--- src/rtl/orbcam_pkg.sv ---
// Shared types, constants and helper functions of the orbit camera rotator.
package orbcam_pkg;

   localparam int TRIG_FRAC_BITS_DEF = 16;

   // Shared multiplier operand and product widths, and the saturation input width.
   localparam int MUL_W  = 33;
   localparam int PROD_W = 66;
   localparam int SAT_W  = 68;

   // Angle units are 1/128 degree.
   localparam int TURN_UNITS   = 46080;
   localparam int OCTANT_UNITS = 5760;

   // Radians per angle unit in Q48, split for two narrow multiplies.
   localparam longint RAD_PER_UNIT_Q48 = 64'd38380196138;
   localparam longint RAD_HI = RAD_PER_UNIT_Q48 >> 18;
   localparam longint RAD_LO = RAD_PER_UNIT_Q48 & 64'h3FFFF;
   localparam longint ONE_Q30 = 64'd1 << 30;

   // Reciprocals used to divide the series terms by their factorial steps.
   localparam longint RECIP_BASE = 64'd1 << 32;
   localparam longint RECIP_2  = RECIP_BASE / 2;
   localparam longint RECIP_6  = RECIP_BASE / 6;
   localparam longint RECIP_12 = RECIP_BASE / 12;
   localparam longint RECIP_20 = RECIP_BASE / 20;
   localparam longint RECIP_30 = RECIP_BASE / 30;
   localparam longint RECIP_42 = RECIP_BASE / 42;
   localparam longint RECIP_56 = RECIP_BASE / 56;
   localparam longint RECIP_72 = RECIP_BASE / 72;
   localparam longint RECIP_90 = RECIP_BASE / 90;

   typedef enum logic [2:0] {
      REG_ANGLE_STEP    = 3'd0,
      REG_TILT_MAX      = 3'd1,
      REG_TILT_MIN      = 3'd2,
      REG_PAN_MAX       = 3'd3,
      REG_PAN_MIN       = 3'd4,
      REG_FULL_CIRCLE   = 3'd5,
      REG_LOOK_DISTANCE = 3'd6,
      REG_LOOK_HEIGHT   = 3'd7
   } reg_index_type;

   typedef struct packed {
      logic        [10:0] angle_step;
      logic signed [14:0] tilt_max;
      logic signed [14:0] tilt_min;
      logic signed [16:0] pan_max;
      logic signed [16:0] pan_min;
      logic        [15:0] full_circle;
      logic        [23:0] look_distance;
      logic signed [24:0] look_height;
   } cfg_type;

   typedef struct packed {
      logic tilt_up;
      logic tilt_down;
      logic pan_right;
      logic pan_left;
   } key_type;

   // Divisor of series term n: sine uses (2n)(2n+1), cosine (2n-1)(2n).
   function automatic logic [6:0] series_div(input logic cos_sel, input logic [2:0] n);
      logic [6:0] d;
      case ({cos_sel, n})
         4'b0001: d = 7'd6;
         4'b0010: d = 7'd20;
         4'b0011: d = 7'd42;
         4'b0100: d = 7'd72;
         4'b1001: d = 7'd2;
         4'b1010: d = 7'd12;
         4'b1011: d = 7'd30;
         4'b1100: d = 7'd56;
         4'b1101: d = 7'd90;
         default: d = 7'd1;
      endcase
      return d;
   endfunction

   function automatic logic [31:0] series_recip(input logic cos_sel, input logic [2:0] n);
      logic [31:0] m;
      case ({cos_sel, n})
         4'b0001: m = 32'(RECIP_6);
         4'b0010: m = 32'(RECIP_20);
         4'b0011: m = 32'(RECIP_42);
         4'b0100: m = 32'(RECIP_72);
         4'b1001: m = 32'(RECIP_2);
         4'b1010: m = 32'(RECIP_12);
         4'b1011: m = 32'(RECIP_30);
         4'b1100: m = 32'(RECIP_56);
         4'b1101: m = 32'(RECIP_90);
         default: m = 32'd0;
      endcase
      return m;
   endfunction

   // Saturate a wide signed value to 32 bits.
   function automatic logic signed [31:0] sat32(input logic signed [SAT_W-1:0] v);
      logic signed [31:0] s;
      if ((&v[SAT_W-1:31]) || !(|v[SAT_W-1:31])) begin
         s = v[31:0];
      end else if (v[SAT_W-1]) begin
         s = 32'sh8000_0000;
      end else begin
         s = 32'sh7FFF_FFFF;
      end
      return s;
   endfunction

endpackage

--- src/rtl/orbcam_mul.sv ---
// Shared signed multiplier with a registered product.
module orbcam_mul
   import orbcam_pkg::*;
(
   input  logic                     clock,
   input  logic signed [MUL_W-1:0]  op_a,
   input  logic signed [MUL_W-1:0]  op_b,
   output logic signed [PROD_W-1:0] prod_ff
);

   // One product per cycle, available in the following cycle.
   always_ff @(posedge clock) begin
      prod_ff <= op_a * op_b;
   end

endmodule

--- config.mk ---
export PLATFORM = sky130hd
export DESIGN_NAME = orbcam_mul
export DESIGN_NICKNAME = d
export VERILOG_FILES = /design/src/rtl/orbcam_pkg.sv /design/src/rtl/orbcam_mul.sv
export SDC_FILE = /design/constraint.sdc
export NUM_CORES = 2
export LEC_CHECK = 0
export BUFFER_PORTS_ARGS = -buffer_cell sky130_fd_sc_hd__clkbuf_2
export CORE_UTILIZATION = 30
export CTS_BUF_LIST = sky130_fd_sc_hd__clkbuf_8
export CTS_CLUSTER_SIZE = 14
export DETAILED_ROUTE_END_ITERATION = 6
export GPL_ROUTABILITY_DRIVEN = 0
export PLACE_DENSITY = 0.52
export SLEW_MARGIN = 0
export SYNTH_ARGS = -nofsm -noshare
export SYNTH_HDL_FRONTEND = slang
export SYNTH_SLANG_ARGS = --single-unit
export TNS_END_PERCENT = 10
--- constraint.sdc ---
create_clock -name clock -period 13.5 [get_ports clock]
set_input_delay 0 -clock clock [delete_from_list [all_inputs] [get_ports clock]]
set_output_delay 0 -clock clock [all_outputs]
set_load 0.1 [all_outputs]
Yosys cells after proc, flatten, opt, wreduce, memory -nomap -nowiden
Index checks and enable logic that the tools add are counted.

word-level totals
  word-level logic and storage cells = 2
  flip-flop bits (word level) = 66
  latch bits = 0
  bits of input ports = 67
  memories kept = 0
  bits in writable memories = 0
  memory bits (read-only) = 0

cells by class
  multiply operators = 1
  muxes and demuxes = 0
  equal/unequal tests = 0
  reductions and logical operators = 0
  add/subtract/negate cells = 0
  shift operators = 0
  magnitude comparators = 0
  divide/modulo/power cells = 0
  bitwise operators = 0

operators by type and width
  kind              number
  $mul A33 B33 Y66  1

Depth between registers and ports, before layout
  depth in word-level cells = 1
  gate-level depth with buffers = 27
  depth with buffers taken out = 26

Worst setup path before layout
OpenSTA, ideal clock, no wires.

  path kind = in2reg
  start point = in op_a[32]
  end point = reg prod_ff[62]
  buffers on the path = 2
  data required time = 13.421 ns
  cell stages on the path = 23
  slack = 6.264 ns
  data arrival time = 7.157 ns
  cell sequence = clkbuf_1 -> nand2_1 -> inv_1 -> fa_1 -> fa_1 -> fa_1 -> fa_1 -> fa_1 -> fa_1 -> fa_1 -> inv_1 -> fa_1 -> inv_1 -> ha_1 -> clkbuf_1 -> and3_1 -> nand3_1 -> nand2b_1 -> a2111oi_4 -> a211oi_4 -> a21o_2 -> a21o_1 -> a211oi_2

on the way
  longest elaborated chain between the ends = 1

ends and longest elaborated chain
  element               RTL line          text
  from (decl)           orbcam_mul.sv:6   input logic signed [MUL_W-1:0] op_a,
  $mul A33 B33 Y66      orbcam_mul.sv:13  prod_ff <= op_a * op_b;
  to (signal assigned)  orbcam_mul.sv:13
  to (decl)             orbcam_mul.sv:8   output logic signed [PROD_W-1:0] prod_ff

No other way between the ends.

Worst setup path after layout
  start point = in op_b[6]
  end point = reg prod_ff[58]

on the way
  longest elaborated chain between the ends = 1

ends and longest elaborated chain
  element           RTL line          text
  from (decl)       orbcam_mul.sv:7   input logic signed [MUL_W-1:0] op_b,
  $mul A33 B33 Y66  orbcam_mul.sv:13

No other way between the ends.

==> results by group <==
Run status
  • Status: finished with violations
  • Failing checks: design-rule violations

Die
  • Die area: 137,000 um^2
  • Die W: 370 um
  • Rows: 134
  • Core area: 134,000 um^2
  • Initial core utilization: 30.4%
  • Die Y: 370 um
  • # IOs: 133

Critical path
  • Crit-path max cell delay: 0.69 ns
  • Endpoint class of the critical path: flop
  • Slowest CP cell: clkbuf_2
  • Most used cell, CP: fa_1
  • Cell family with most CP delay: adder cells
  • Setup crit start kind: input port
  • CP Depth: 25
  • Data required time of the worst path: 13.88 ns
  • WP buf/inv: 7
  • Crit path DAT: 8.28 ns
  • Setup CP Type: input port to flop
  • Critical Path Fanout Max: 33

Global route
  • GR Util All Layers: 17.8%
  • First-pass GRT wire length: 186 mm
  • Vias in the first global route: 31,500
  • Largest net degree at the start of global routing: 34
  • Initial antenna violation count: 11
  • Global route total overflow: 0

Cells and area
  • Max FFs per register: 66
  • Layout cells sized above 1: 5.31%
  • Biggest regs: prod_ff (66)
  • Area Overhead vs Synth: 6.36%
  • Post-route cell area: 43,300 um^2
  • Final nets: 5,733
  • Filler cells: 14,000
  • Most flop-heavy register: prod_ff

Logic synthesis
  • Syn_nets: 5,767
  • Post-synth EDFFs: 0
  • Synth cell types: 80
  • Post-synthesis async set-or-reset flop share: 0%
  • Post-synthesis sequential area ratio: 3.24%
  • Gate count of the mapped netlist: 4,338
  • Synthesized flop and latch total: 66
  • Top FF cell, synth: dfxtp_1
  • Synth warnings: 0
  • Synthesized area per cell: 9.39 um^2
  • Syn Std Cell Area: 40,700 um^2

Placement
  • Placed Area: 43,100 um^2
  • HPWL Detailed: 93.6 mm
  • IO buf count: 132

Routing
  • Remaining antenna violation count: 0
  • Iter 0 DRT Violations: 1,427
  • DR DRC count: 3
  • Vias: 27,800
  • Drt pass-1 iters: 7
  • Post-DR vias/cell: 4.57
  • Avg WL per Cell: 18.8 um
  • Post-Route WL: 115 mm

Timing
  • Worst slew pin tran: 1.31 ns
  • Max_slew headroom: 12.3%
  • Hold Vio Cnt, Final: 0
  • RSZ-0062 raised after global routing: false
  • Period utilisation layout: 58.5%
  • Fin. max-slew vios: 0
  • Final hold slack: 0.0724 ns
  • Max Freq: 127 MHz
  • Minimum clock period: 7.90 ns
  • Final TNS setup: 0 ns
  • Final setup fails: 0

Worst hold path
  • Hold path depth: 3
  • Worst hold path class: input port to flop

Clocking
  • Clock Tree Root: clkbuf_8
  • Setup Buffers After CTS: 0
  • Max clock buf depth: 2
  • TritonCTS Buffers: 9
  • Clock slew at reported path FFs: 0.10 ns
  • H-tree depth: 3
  • Post-CTS Resized: 0
  • CTS tree: yes
  • Hold buffer count at CTS: 0
  • CTS sink count: 66

Job
  • Max-Cap Viols: 0
-- synth_stat cells (12+ instances only) --
master | number | share of area, %
nor2_1 | 68 | 0.63
clkbuf_1 | 208 | 1.9
nand2b_1 | 12 | 0.18
a21oi_1 | 57 | 0.70
nand2_1 | 551 | 5.1
and2_1 | 562 | 8.6
fa_1 | 1145 | 56
xor2_1 | 25 | 0.54
dfxtp_1 | 66 | 3.2
inv_1 | 1131 | 10
a21o_1 | 36 | 0.66
nand3_1 | 25 | 0.31
o21ai_0 | 25 | 0.31
ha_1 | 217 | 6.7
xnor2_1 | 43 | 0.92
-- stage by stage --
| step | std cells | worst slack (ns) | utilization [%] |
|---|---|---|---|
| 6_report | 6081 | 5.60 | 32.3 |
| 5_1_grt | 6080 | 5.24 | 32.3 |
| 4_1_cts | 6077 | 5.65 | 32.3 |
| 3_5_place_dp | 6061 | 5.11 | 32.1 |
| 3_3_place_gp | 6061 | 5.10 | 32.1 |
| 2_1_floorplan | 4338 | 6.26 | - |
-- per-layer routing --
| layer | share of wire (%) | global-route usage, % | routed length [um] |
|---|---|---|---|
| met1 | 43 | 23.1 | 49100 |
| met2 | 49 | 30.3 | 56600 |
| met3 | 5.6 | 3.50 | 6450 |
| met4 | 2.1 | 4.20 | 2380 |
| met5 | 0.057 | 0 | 65 |
-- final cells by class --
class                   count  area [um^2]  share of cell area (%)
diodes                      4         10.0                  0.0231
clock buffers               9          124                   0.286
clock inverters             7          103                   0.237
inverters                1131         4250                    9.80
multi-input cells        2920        34300                    79.2
flip-flops and latches     66         1320                    3.05
well taps                1768         2210                    5.11
repair buffers            176          991                    2.29
-- layout by cell type (no fill, tap or decap), drive strengths merged, types with 4 or more instances in the layout --
cell and count:
fa 1145, inv 1131, and2 563, nand2 551, ha 217, clkbuf 141
nor2 68, dfxtp 66, a21oi 61, buf 44, xnor2 43, a21o 38
o21ai 33, nand3 26, xor2 25, nand2b 12, nand4 12, o21bai 11
a211oi 11, a31oi 9, nor3 7, o31ai 7, o21a 6, a211o 6
and3 6, and4 5, nor2b 5, o211ai 5, diode 4, clkinv 4
-- path summary, 6_finish.rpt --
check	to	slack, ns	startpoint
setup / recovery	prod_ff[58]$_DFF_P_	5.60	op_b[6]
hold / removal	prod_ff[0]$_DFF_P_	0.07	op_b[0]
-- cell families after synthesis --
kind of cell,count (synthesis),share of synthesized area (%)
simple gates,1271,15.8
xor+xnor,68,1.46
flops,66,3.24
compound gates,219,4.07
fa+ha+maj,1362,62.9
buf+inv,1352,12.5
-- tightest hold or removal path: cells and delay by family --
kind	cells	cell delay (ns)
buffers and inverters	2	0.32
AND/OR/NAND/NOR	1	0.19
Power is not shown: default switching activity piles up to over one toggle a cycle in this logic, so the estimate is an artifact.
