==> src/rtl/orbcam_pkg.sv <==
// Shared types, constants and helper functions of the orbit camera rotator.
package orbcam_pkg;

   localparam int TRIG_FRAC_BITS_DEF = 16;

   // Shared multiplier operand and product widths, and the saturation input width.
   localparam int MUL_W  = 33;
   localparam int PROD_W = 66;
   localparam int SAT_W  = 68;

   // Angle units are 1/128 degree.
   localparam int TURN_UNITS   = 46080;
   localparam int OCTANT_UNITS = 5760;

   // Radians per angle unit in Q48, split for two narrow multiplies.
   localparam longint RAD_PER_UNIT_Q48 = 64'd38380196138;
   localparam longint RAD_HI = RAD_PER_UNIT_Q48 >> 18;
   localparam longint RAD_LO = RAD_PER_UNIT_Q48 & 64'h3FFFF;
   localparam longint ONE_Q30 = 64'd1 << 30;

   // Reciprocals used to divide the series terms by their factorial steps.
   localparam longint RECIP_BASE = 64'd1 << 32;
   localparam longint RECIP_2  = RECIP_BASE / 2;
   localparam longint RECIP_6  = RECIP_BASE / 6;
   localparam longint RECIP_12 = RECIP_BASE / 12;
   localparam longint RECIP_20 = RECIP_BASE / 20;
   localparam longint RECIP_30 = RECIP_BASE / 30;
   localparam longint RECIP_42 = RECIP_BASE / 42;
   localparam longint RECIP_56 = RECIP_BASE / 56;
   localparam longint RECIP_72 = RECIP_BASE / 72;
   localparam longint RECIP_90 = RECIP_BASE / 90;

   typedef enum logic [2:0] {
      REG_ANGLE_STEP    = 3'd0,
      REG_TILT_MAX      = 3'd1,
      REG_TILT_MIN      = 3'd2,
      REG_PAN_MAX       = 3'd3,
      REG_PAN_MIN       = 3'd4,
      REG_FULL_CIRCLE   = 3'd5,
      REG_LOOK_DISTANCE = 3'd6,
      REG_LOOK_HEIGHT   = 3'd7
   } reg_index_type;

   typedef struct packed {
      logic        [10:0] angle_step;
      logic signed [14:0] tilt_max;
      logic signed [14:0] tilt_min;
      logic signed [16:0] pan_max;
      logic signed [16:0] pan_min;
      logic        [15:0] full_circle;
      logic        [23:0] look_distance;
      logic signed [24:0] look_height;
   } cfg_type;

   typedef struct packed {
      logic tilt_up;
      logic tilt_down;
      logic pan_right;
      logic pan_left;
   } key_type;

   // Divisor of series term n: sine uses (2n)(2n+1), cosine (2n-1)(2n).
   function automatic logic [6:0] series_div(input logic cos_sel, input logic [2:0] n);
      logic [6:0] d;
      case ({cos_sel, n})
         4'b0001: d = 7'd6;
         4'b0010: d = 7'd20;
         4'b0011: d = 7'd42;
         4'b0100: d = 7'd72;
         4'b1001: d = 7'd2;
         4'b1010: d = 7'd12;
         4'b1011: d = 7'd30;
         4'b1100: d = 7'd56;
         4'b1101: d = 7'd90;
         default: d = 7'd1;
      endcase
      return d;
   endfunction

   function automatic logic [31:0] series_recip(input logic cos_sel, input logic [2:0] n);
      logic [31:0] m;
      case ({cos_sel, n})
         4'b0001: m = 32'(RECIP_6);
         4'b0010: m = 32'(RECIP_20);
         4'b0011: m = 32'(RECIP_42);
         4'b0100: m = 32'(RECIP_72);
         4'b1001: m = 32'(RECIP_2);
         4'b1010: m = 32'(RECIP_12);
         4'b1011: m = 32'(RECIP_30);
         4'b1100: m = 32'(RECIP_56);
         4'b1101: m = 32'(RECIP_90);
         default: m = 32'd0;
      endcase
      return m;
   endfunction

   // Saturate a wide signed value to 32 bits.
   function automatic logic signed [31:0] sat32(input logic signed [SAT_W-1:0] v);
      logic signed [31:0] s;
      if ((&v[SAT_W-1:31]) || !(|v[SAT_W-1:31])) begin
         s = v[31:0];
      end else if (v[SAT_W-1]) begin
         s = 32'sh8000_0000;
      end else begin
         s = 32'sh7FFF_FFFF;
      end
      return s;
   endfunction

endpackage

==> src/rtl/orbcam_angle.sv <==
// Pan and tilt angle state with the per-frame key stepping, clamping and wrapping.
module orbcam_angle
   import orbcam_pkg::*;
(
   input  logic               clock,
   input  logic               reset,
   input  logic               load,
   input  key_type            keys,
   input  cfg_type            cfg,
   output logic signed [16:0] pan_ff,
   output logic signed [14:0] tilt_ff
);

   logic signed [18:0] step_p;
   logic signed [18:0] circle_p;
   logic signed [18:0] pan_a;
   logic signed [18:0] pan_b;
   logic signed [16:0] pan_in;
   logic signed [16:0] step_t;
   logic signed [16:0] tilt_a;
   logic signed [14:0] tilt_in;

   function automatic logic signed [16:0] clamp_pan(input logic signed [18:0] v);
      logic signed [16:0] c;
      if (v < -19'sd65536) begin
         c = -17'sd65536;
      end else if (v > 19'sd65535) begin
         c = 17'sd65535;
      end else begin
         c = v[16:0];
      end
      return c;
   endfunction

   // Pan steps right then left; each step saturates and wraps at its limit.
   always_comb begin
      step_p   = $signed({8'd0, cfg.angle_step});
      circle_p = $signed({3'd0, cfg.full_circle});
      pan_a    = 19'(pan_ff);
      if (keys.pan_right) begin
         pan_a = 19'(clamp_pan(pan_a + step_p));
         if (pan_a >= 19'(cfg.pan_max)) begin
            pan_a = 19'(clamp_pan(pan_a - circle_p));
         end
      end
      pan_b = pan_a;
      if (keys.pan_left) begin
         pan_b = 19'(clamp_pan(pan_b - step_p));
         if (pan_b <= 19'(cfg.pan_min)) begin
            pan_b = 19'(clamp_pan(pan_b + circle_p));
         end
      end
      pan_in = pan_b[16:0];
   end

   // Tilt steps up then down, each checked against its own limit.
   always_comb begin
      step_t = $signed({6'd0, cfg.angle_step});
      tilt_a = 17'(tilt_ff);
      if (keys.tilt_up) begin
         tilt_a = tilt_a + step_t;
         if (tilt_a >= 17'(cfg.tilt_max)) begin
            tilt_a = 17'(cfg.tilt_max);
         end
      end
      if (keys.tilt_down) begin
         tilt_a = tilt_a - step_t;
         if (tilt_a <= 17'(cfg.tilt_min)) begin
            tilt_a = 17'(cfg.tilt_min);
         end
      end
      if (tilt_a < -17'sd16384) begin
         tilt_in = -15'sd16384;
      end else if (tilt_a > 17'sd16383) begin
         tilt_in = 15'sd16383;
      end else begin
         tilt_in = tilt_a[14:0];
      end
   end

   always_ff @(posedge clock) begin
      if (reset) begin
         pan_ff  <= '0;
         tilt_ff <= 15'sd5120;
      end else if (load) begin
         pan_ff  <= pan_in;
         tilt_ff <= tilt_in;
      end
   end

endmodule

==> config.mk <==
export PLATFORM = sky130hd
export DESIGN_NAME = orbcam_angle
export DESIGN_NICKNAME = d
export VERILOG_FILES = /design/src/rtl/orbcam_pkg.sv /design/src/rtl/orbcam_angle.sv
export SDC_FILE = /design/constraint.sdc
export NUM_CORES = 1
export LEC_CHECK = 0
export BUFFER_PORTS_ARGS = -buffer_cell sky130_fd_sc_hd__buf_2
export CAP_MARGIN = 20
export CORE_AREA = 3 3 157 174
export CTS_CLUSTER_SIZE = 12
export DETAILED_ROUTE_END_ITERATION = 16
export DIE_AREA = 0 0 160 177
export GPL_TIMING_DRIVEN = 0
export SYNTH_ARGS = -nofsm -noshare
export SYNTH_HDL_FRONTEND = slang
export SYNTH_SLANG_ARGS = --single-unit
==> constraint.sdc <==
create_clock -name clock -period 10.2 [get_ports clock]
set_clock_uncertainty 0.1 [all_clocks]
set_input_delay 0.51 -clock clock [delete_from_list [all_inputs] [get_ports clock]]
set_output_delay 0.51 -clock clock [all_outputs]
set_load 0.05 [all_outputs]
---- Word level (Yosys, flattened, before mapping) ----
Cells that the tools add are included.
word-level totals
  register bits ........................... 32
  bits of input ports ..................... 147
  output and inout port bits .............. 32
cells by class
  $add $sub $neg .......................... 6
  $lt $le $gt $ge ......................... 14
  muxes and demuxes ....................... 20
operators by type and width
  kind                                                             number
  2-to-1 mux 17 bit                                                16
  greater-than comparator 18 x 17 -> 1 bit, second input constant  3
  less-than comparator 18 x 17 -> 1 bit, second input constant     3
  2-to-1 mux 19 bit                                                2
  2-to-1 mux 15 bit                                                2
  greater-than comparator 19 x 17 -> 1 bit, second input constant  1
  less-than comparator 19 x 17 -> 1 bit, second input constant     1
  subtractor 19 x 12 -> 19 bit                                     1
  adder 17 x 12 -> 18 bit                                          1
  adder 17 x 17 -> 18 bit                                          1
  subtractor 17 x 17 -> 18 bit                                     1
  greater-or-equal comparator 17 bit                               1
  greater-than comparator 17 x 15 -> 1 bit, second input constant  1
  <= comparator 17 x 15 -> 1 bit                                   1
  <= comparator 17 bit                                             1
  less-than comparator 17 x 15 -> 1 bit, second input constant     1
  subtractor 17 x 12 -> 17 bit                                     1
  adder 15 x 12 -> 16 bit                                          1
  greater-or-equal comparator 16 x 15 -> 1 bit                     1

---- Longest topological paths before layout ----
  word-level depth ........................ 22
  depth in mapped cells ................... 57
  depth with buffers taken out ............ 54

---- Least setup slack after synthesis ----
No wires, ideal clock.
  path kind ............................... reg-to-reg
  start point ............................. reg pan_ff[0]
  end point ............................... reg pan_ff[4]
  library setup time ...................... 0.136 ns
  arrival ................................. 10.563 ns
  slack ................................... -0.598 ns
  stages on the path, launching flop included .. 54
  path buffers ............................ 4
  period minus slack after synthesis ...... 10.798 ns
  cells stage by stage .................... dfxtp_1 -> ha_1 -> inv_1 -> fa_1 -> nor2b_4 -> o311a_4 -> o2111ai_2 -> nand2_2 -> o32a_1 -> clkbuf_1 -> nand2_1 -> ha_1 -> a21o_1 -> a21o_1 -> a2111oi_1 -> o31ai_1 -> nand3_1 -> o311ai_0 -> [... 18 more ...] -> buf_2 -> buf_1 -> nor2_1 -> ha_1 -> inv_1 -> o21bai_1 -> a21o_1 -> a31o_2 -> a211o_1 -> a41oi_1 -> o21bai_1 -> a21oi_1 -> nor2_1 -> o21ai_2 -> a21bo_1 -> buf_4 -> a211oi_2 -> o32ai_2
on the way
  longest elaborated chain between the ends .. 22
RTL lines
  element                                   RTL line            text
  start, declared                           orbcam_angle.sv:10  output logic signed [16:0] pan_ff,
  start signal, assigned                    orbcam_angle.sv:86  pan_ff <= pan_in;
  adder 17 x 12 -> 18 bit                   orbcam_angle.sv:41  pan_a = 19'(clamp_pan(pan_a + step_p));
  greater-than comparator 18 x 17 -> 1 bit  orbcam_angle.sv:27  end else if (v > 19'sd65535) begin
  2-to-1 mux 17 bit                         orbcam_angle.sv:27
  2-to-1 mux 17 bit                         orbcam_angle.sv:25  if (v < -19'sd65536) begin
  2-to-1 mux 17 bit                         orbcam_angle.sv:40  if (keys.pan_right) begin
  subtractor 17 x 17 -> 18 bit              orbcam_angle.sv:43  pan_a = 19'(clamp_pan(pan_a - circle_p));
  greater-than comparator 18 x 17 -> 1 bit  orbcam_angle.sv:27
  2-to-1 mux 17 bit                         orbcam_angle.sv:27
  [... 6 more ...]                          -
  2-to-1 mux 17 bit                         orbcam_angle.sv:25
  2-to-1 mux 17 bit                         orbcam_angle.sv:47  if (keys.pan_left) begin
  adder 17 x 17 -> 18 bit                   orbcam_angle.sv:50  pan_b = 19'(clamp_pan(pan_b + circle_p));
  greater-than comparator 18 x 17 -> 1 bit  orbcam_angle.sv:27
  2-to-1 mux 17 bit                         orbcam_angle.sv:27
  2-to-1 mux 17 bit                         orbcam_angle.sv:25
  2-to-1 mux 17 bit                         orbcam_angle.sv:49  if (pan_b <= 19'(cfg.pan_min)) begin
  2-to-1 mux 17 bit *                       orbcam_angle.sv:47
Every way passes the cells marked *; elsewhere a longest branch is shown, timed or not. The select of a mux whose other input is x is not followed.
A chain may end at the register's enable or synchronous reset.

---- Worst setup path in the final report ----
Same ends and word-level chain as after synthesis.

==> impl_results.rst <==
.. list-table::
   :header-rows: 1

   * - Metric
     - Value
   * - Placer Congestion
     - 0.929
   * - Fraction of registers with async set/reset
     - 0%
   * - Starting density of the core
     - 34.9%
   * - Outcome
     - finished, final reports clean
   * - Setup TNS
     - 0 ps
   * - Clock Sink Count
     - 32
   * - Fillcell total
     - 2,616
   * - Largest stage delay on the critical path
     - roughly 460 ps
   * - Remaining antenna violation count after routing
     - 0
   * - Most common cell in the netlist
     - sky130_fd_sc_hd__ha_1
   * - Number of nets produced by synthesis
     - ~1,500
   * - Primary flip-flop cell chosen by synthesis mapping
     - sky130_fd_sc_hd__dfxtp_1
   * - Slew margin rel.
     - between 40 and 50%
   * - Vias in the first global route
     - between 10,000 and 15,000
   * - Nets
     - around 1,800
   * - Post-Syn Instances
     - 1,244
   * - Post-synth design cell area
     - 8900 um^2
   * - Worst hold-check path type
     - in2reg
   * - Final Util
     - 47.9%
   * - DIE AREA
     - 28,300 um^2
   * - Total iterations of the first detailed-routing run
     - 6
   * - Area added between synthesis and finish
     - 37.1%
   * - Initial antenna violation count
     - 0
   * - Highest-delay cell along the critical path
     - sky130_fd_sc_hd__a2111oi_4
   * - Insertion delay of the later-clocked pin in the worst-skew pair
     - between 200 and 300 ps
   * - Die Ht
     - 177 um
   * - Critical path launch point type
     - flip-flop
   * - Port buffer count
     - 127
   * - Biggest area consumer among synthesized cells
     - sky130_fd_sc_hd__ha_1
   * - Final number of max-transition violations
     - 0
   * - Data required time of the worst path
     - a little over 10,000 ps
   * - Global-route wire length before repair
     - around 54 mm
   * - Final hold violations
     - 0
   * - Number of warnings printed during yosys synthesis
     - 0
   * - Category of the most critical setup path
     - reg2reg
   * - Peak fanout along the critical path
     - 5
   * - Total overflow reported by the global router
     - 0
   * - RSZ-0062 raised after global routing
     - yes
   * - Number of buffers inserted during clock tree synthesis
     - 5
   * - Arrival time of the worst setup path
     - between 10,000 and 15,000 ps
   * - Multi-input gate area in the final layout
     - around 8800 um^2
   * - Category of the worst setup path capture point
     - flip-flop
   * - Post-synth EDFFs
     - 0
   * - Largest net degree at the start of global routing
     - 12
   * - Distinct cell type count of the synthesized netlist
     - 91
   * - All-Layer GR Usage
     - 23.6%
   * - Part of the Yosys area used for sequential elements
     - 7.20%
   * - Post-Route Hold Slack
     - ~400 ps
   * - Final setup viols
     - 0
   * - Detailed-route DRC error count
     - 0
   * - H-tree level count
     - 2
   * - Via count normalized by instance count
     - a little under 6
   * - Clock root buffer master
     - sky130_fd_sc_hd__clkbuf_16
   * - Period minus WS final
     - 10,140 ps
   * - Area of the core
     - 25,500 um^2
   * - Number of diodes
     - 0
   * - Post-route fraction of the period consumed by the critical path
     - 99.4%
   * - Max Clk Rate
     - slightly below 100 MHz
   * - Slew at the pin closest to its max-slew limit
     - 839 ps
   * - Worst path most repeated cell
     - sky130_fd_sc_hd__a21oi_2
   * - DRT iter0 DRCs
     - 941
   * - Area share of the largest cell type after synthesis
     - about a fifth
   * - Average size of a mapped cell
     - between 7 and 8 um^2
   * - Total vias in the final route
     - 10,600
   * - Number of buffers added to fix hold violations after cts
     - 0
   * - Reg clk slew, reported paths
     - about 60 ps
   * - Die outline width
     - ~160 um
   * - Leading post-synthesis cells by instance count
     - sky130_fd_sc_hd__ha_1 (143), sky130_fd_sc_hd__inv_1 (131), sky130_fd_sc_hd__a21oi_1 (116)
   * - Fraction of layout instances using a drive strength above 1
     - 32.2%
   * - Maximum clock path buffer count
     - 2
   * - FF+latch count, synth
     - 32
   * - Count of pins on the block boundary
     - around 180
   * - Number of standard-cell rows in the floorplan
     - 61
   * - Detailed placer's ending HPWL
     - around 28 mm
   * - Final Routed Wirelength
     - ~36 mm
   * - Wire per inst
     - between 15 and 20 um
   * - CTS tree
     - done
   * - Top post-synthesis cells by area
     - sky130_fd_sc_hd__ha_1 (20%), sky130_fd_sc_hd__dfxtp_1 (7.2%), sky130_fd_sc_hd__a21oi_1 (6.5%)
   * - Area used by sequential logic in the layout
     - about 650 um^2
   * - Number of violations of the max-capacitance limit
     - 0
-- logic make-up after synthesis --
group	count (synthesis)	share of synthesized area [%]
AOI/OAI and AO/OA	461	36.6
DFF	32	7.20
and+or+nand+nor	340	18.6
adders and majority gates	148	21.2
muxes	17	1.95
buffers and inverters	176	7.57
xor gates and xnor gates	70	6.89
-- flip-flops by register name, summed over array words and instances, names as in the netlist --
register  flops
pan_ff       17
tilt_ff      15
-- cells in the final DEF (no fill, tap or decap), drive strengths merged, types with 34 or more instances in the layout --
cell type  count
a211oi        34
xnor2         48
a21o          40
o21ai         75
buf          240
ha           143
nand2         92
nor2         103
a21oi        118
inv          131
-- through the flow --
stage / area, um^2 / instances / worst slack (ps)
floorplan: 8950 / 1244 / 20.8
global placement: 10000 / 1717 / -2710
detailed placement: 10000 / 1717 / -2680
CTS: 11200 / 1777 / 10.6
finish: 12200 / 1820 / 62.0
global route: 12200 / 1820 / -295
-- layout make-up --
cell class / instances / area share, %
Multi-Input combinational cell: 1036 / 71.9
Sequential cell: 32 / 5.36
Clock inverter: 2 / 0.103
Inverter: 132 / 4.10
Timing Repair Buffer: 228 / 11.8
Clock buffer: 6 / 1.23
Tap cell: 346 / 3.55
Buffer: 38 / 1.91
-- critical path, delay by kind of cell, from the launching register on --
family,cells,cell delay (ps)
buf+inv,9,1050
simple gates,7,710
flops,1,360
compound gates,33,6460
fa+ha+maj,6,1310
-- path summary, 6_finish.rpt --
| kind | start | end | slack, ps | depth (start not counted) |
|---|---|---|---|---|
| max reg2reg | pan_ff[0] | pan_ff[4] | 60 | 55 |
| min reg2reg | tilt_ff[4] | tilt_ff[4] | 460 | 2 |
| max | pan_ff[0] | pan_ff[4] | 60 | 55 |
| min | reset | pan_ff[14] | 410 | 2 |
-- layer usage --
layer | share of wire, % | vias to the layer above | routed length, um | GRT usage, %
met2 | 48 | 481 | 17300 | 41.5
li1 | - | 5064 | - | -
met5 | 0 | - | 0 | 0
met4 | 4.0 | 0 | 1460 | 7.70
met3 | 7.6 | 97 | 2740 | 3.07
met1 | 40 | 4971 | 14600 | 29.8
-- repair_timing --
action                     4_1_cts  5_1_grt
cloned                           2        2
setup buffers                   52       50
gates resized for setup        144      142
pin swaps                       52       80
setup endpoints to repair       31       32
Power is left out: the tool's default activity adds up to more than one toggle a clock period on the data nets, which glitch-free logic cannot reach.
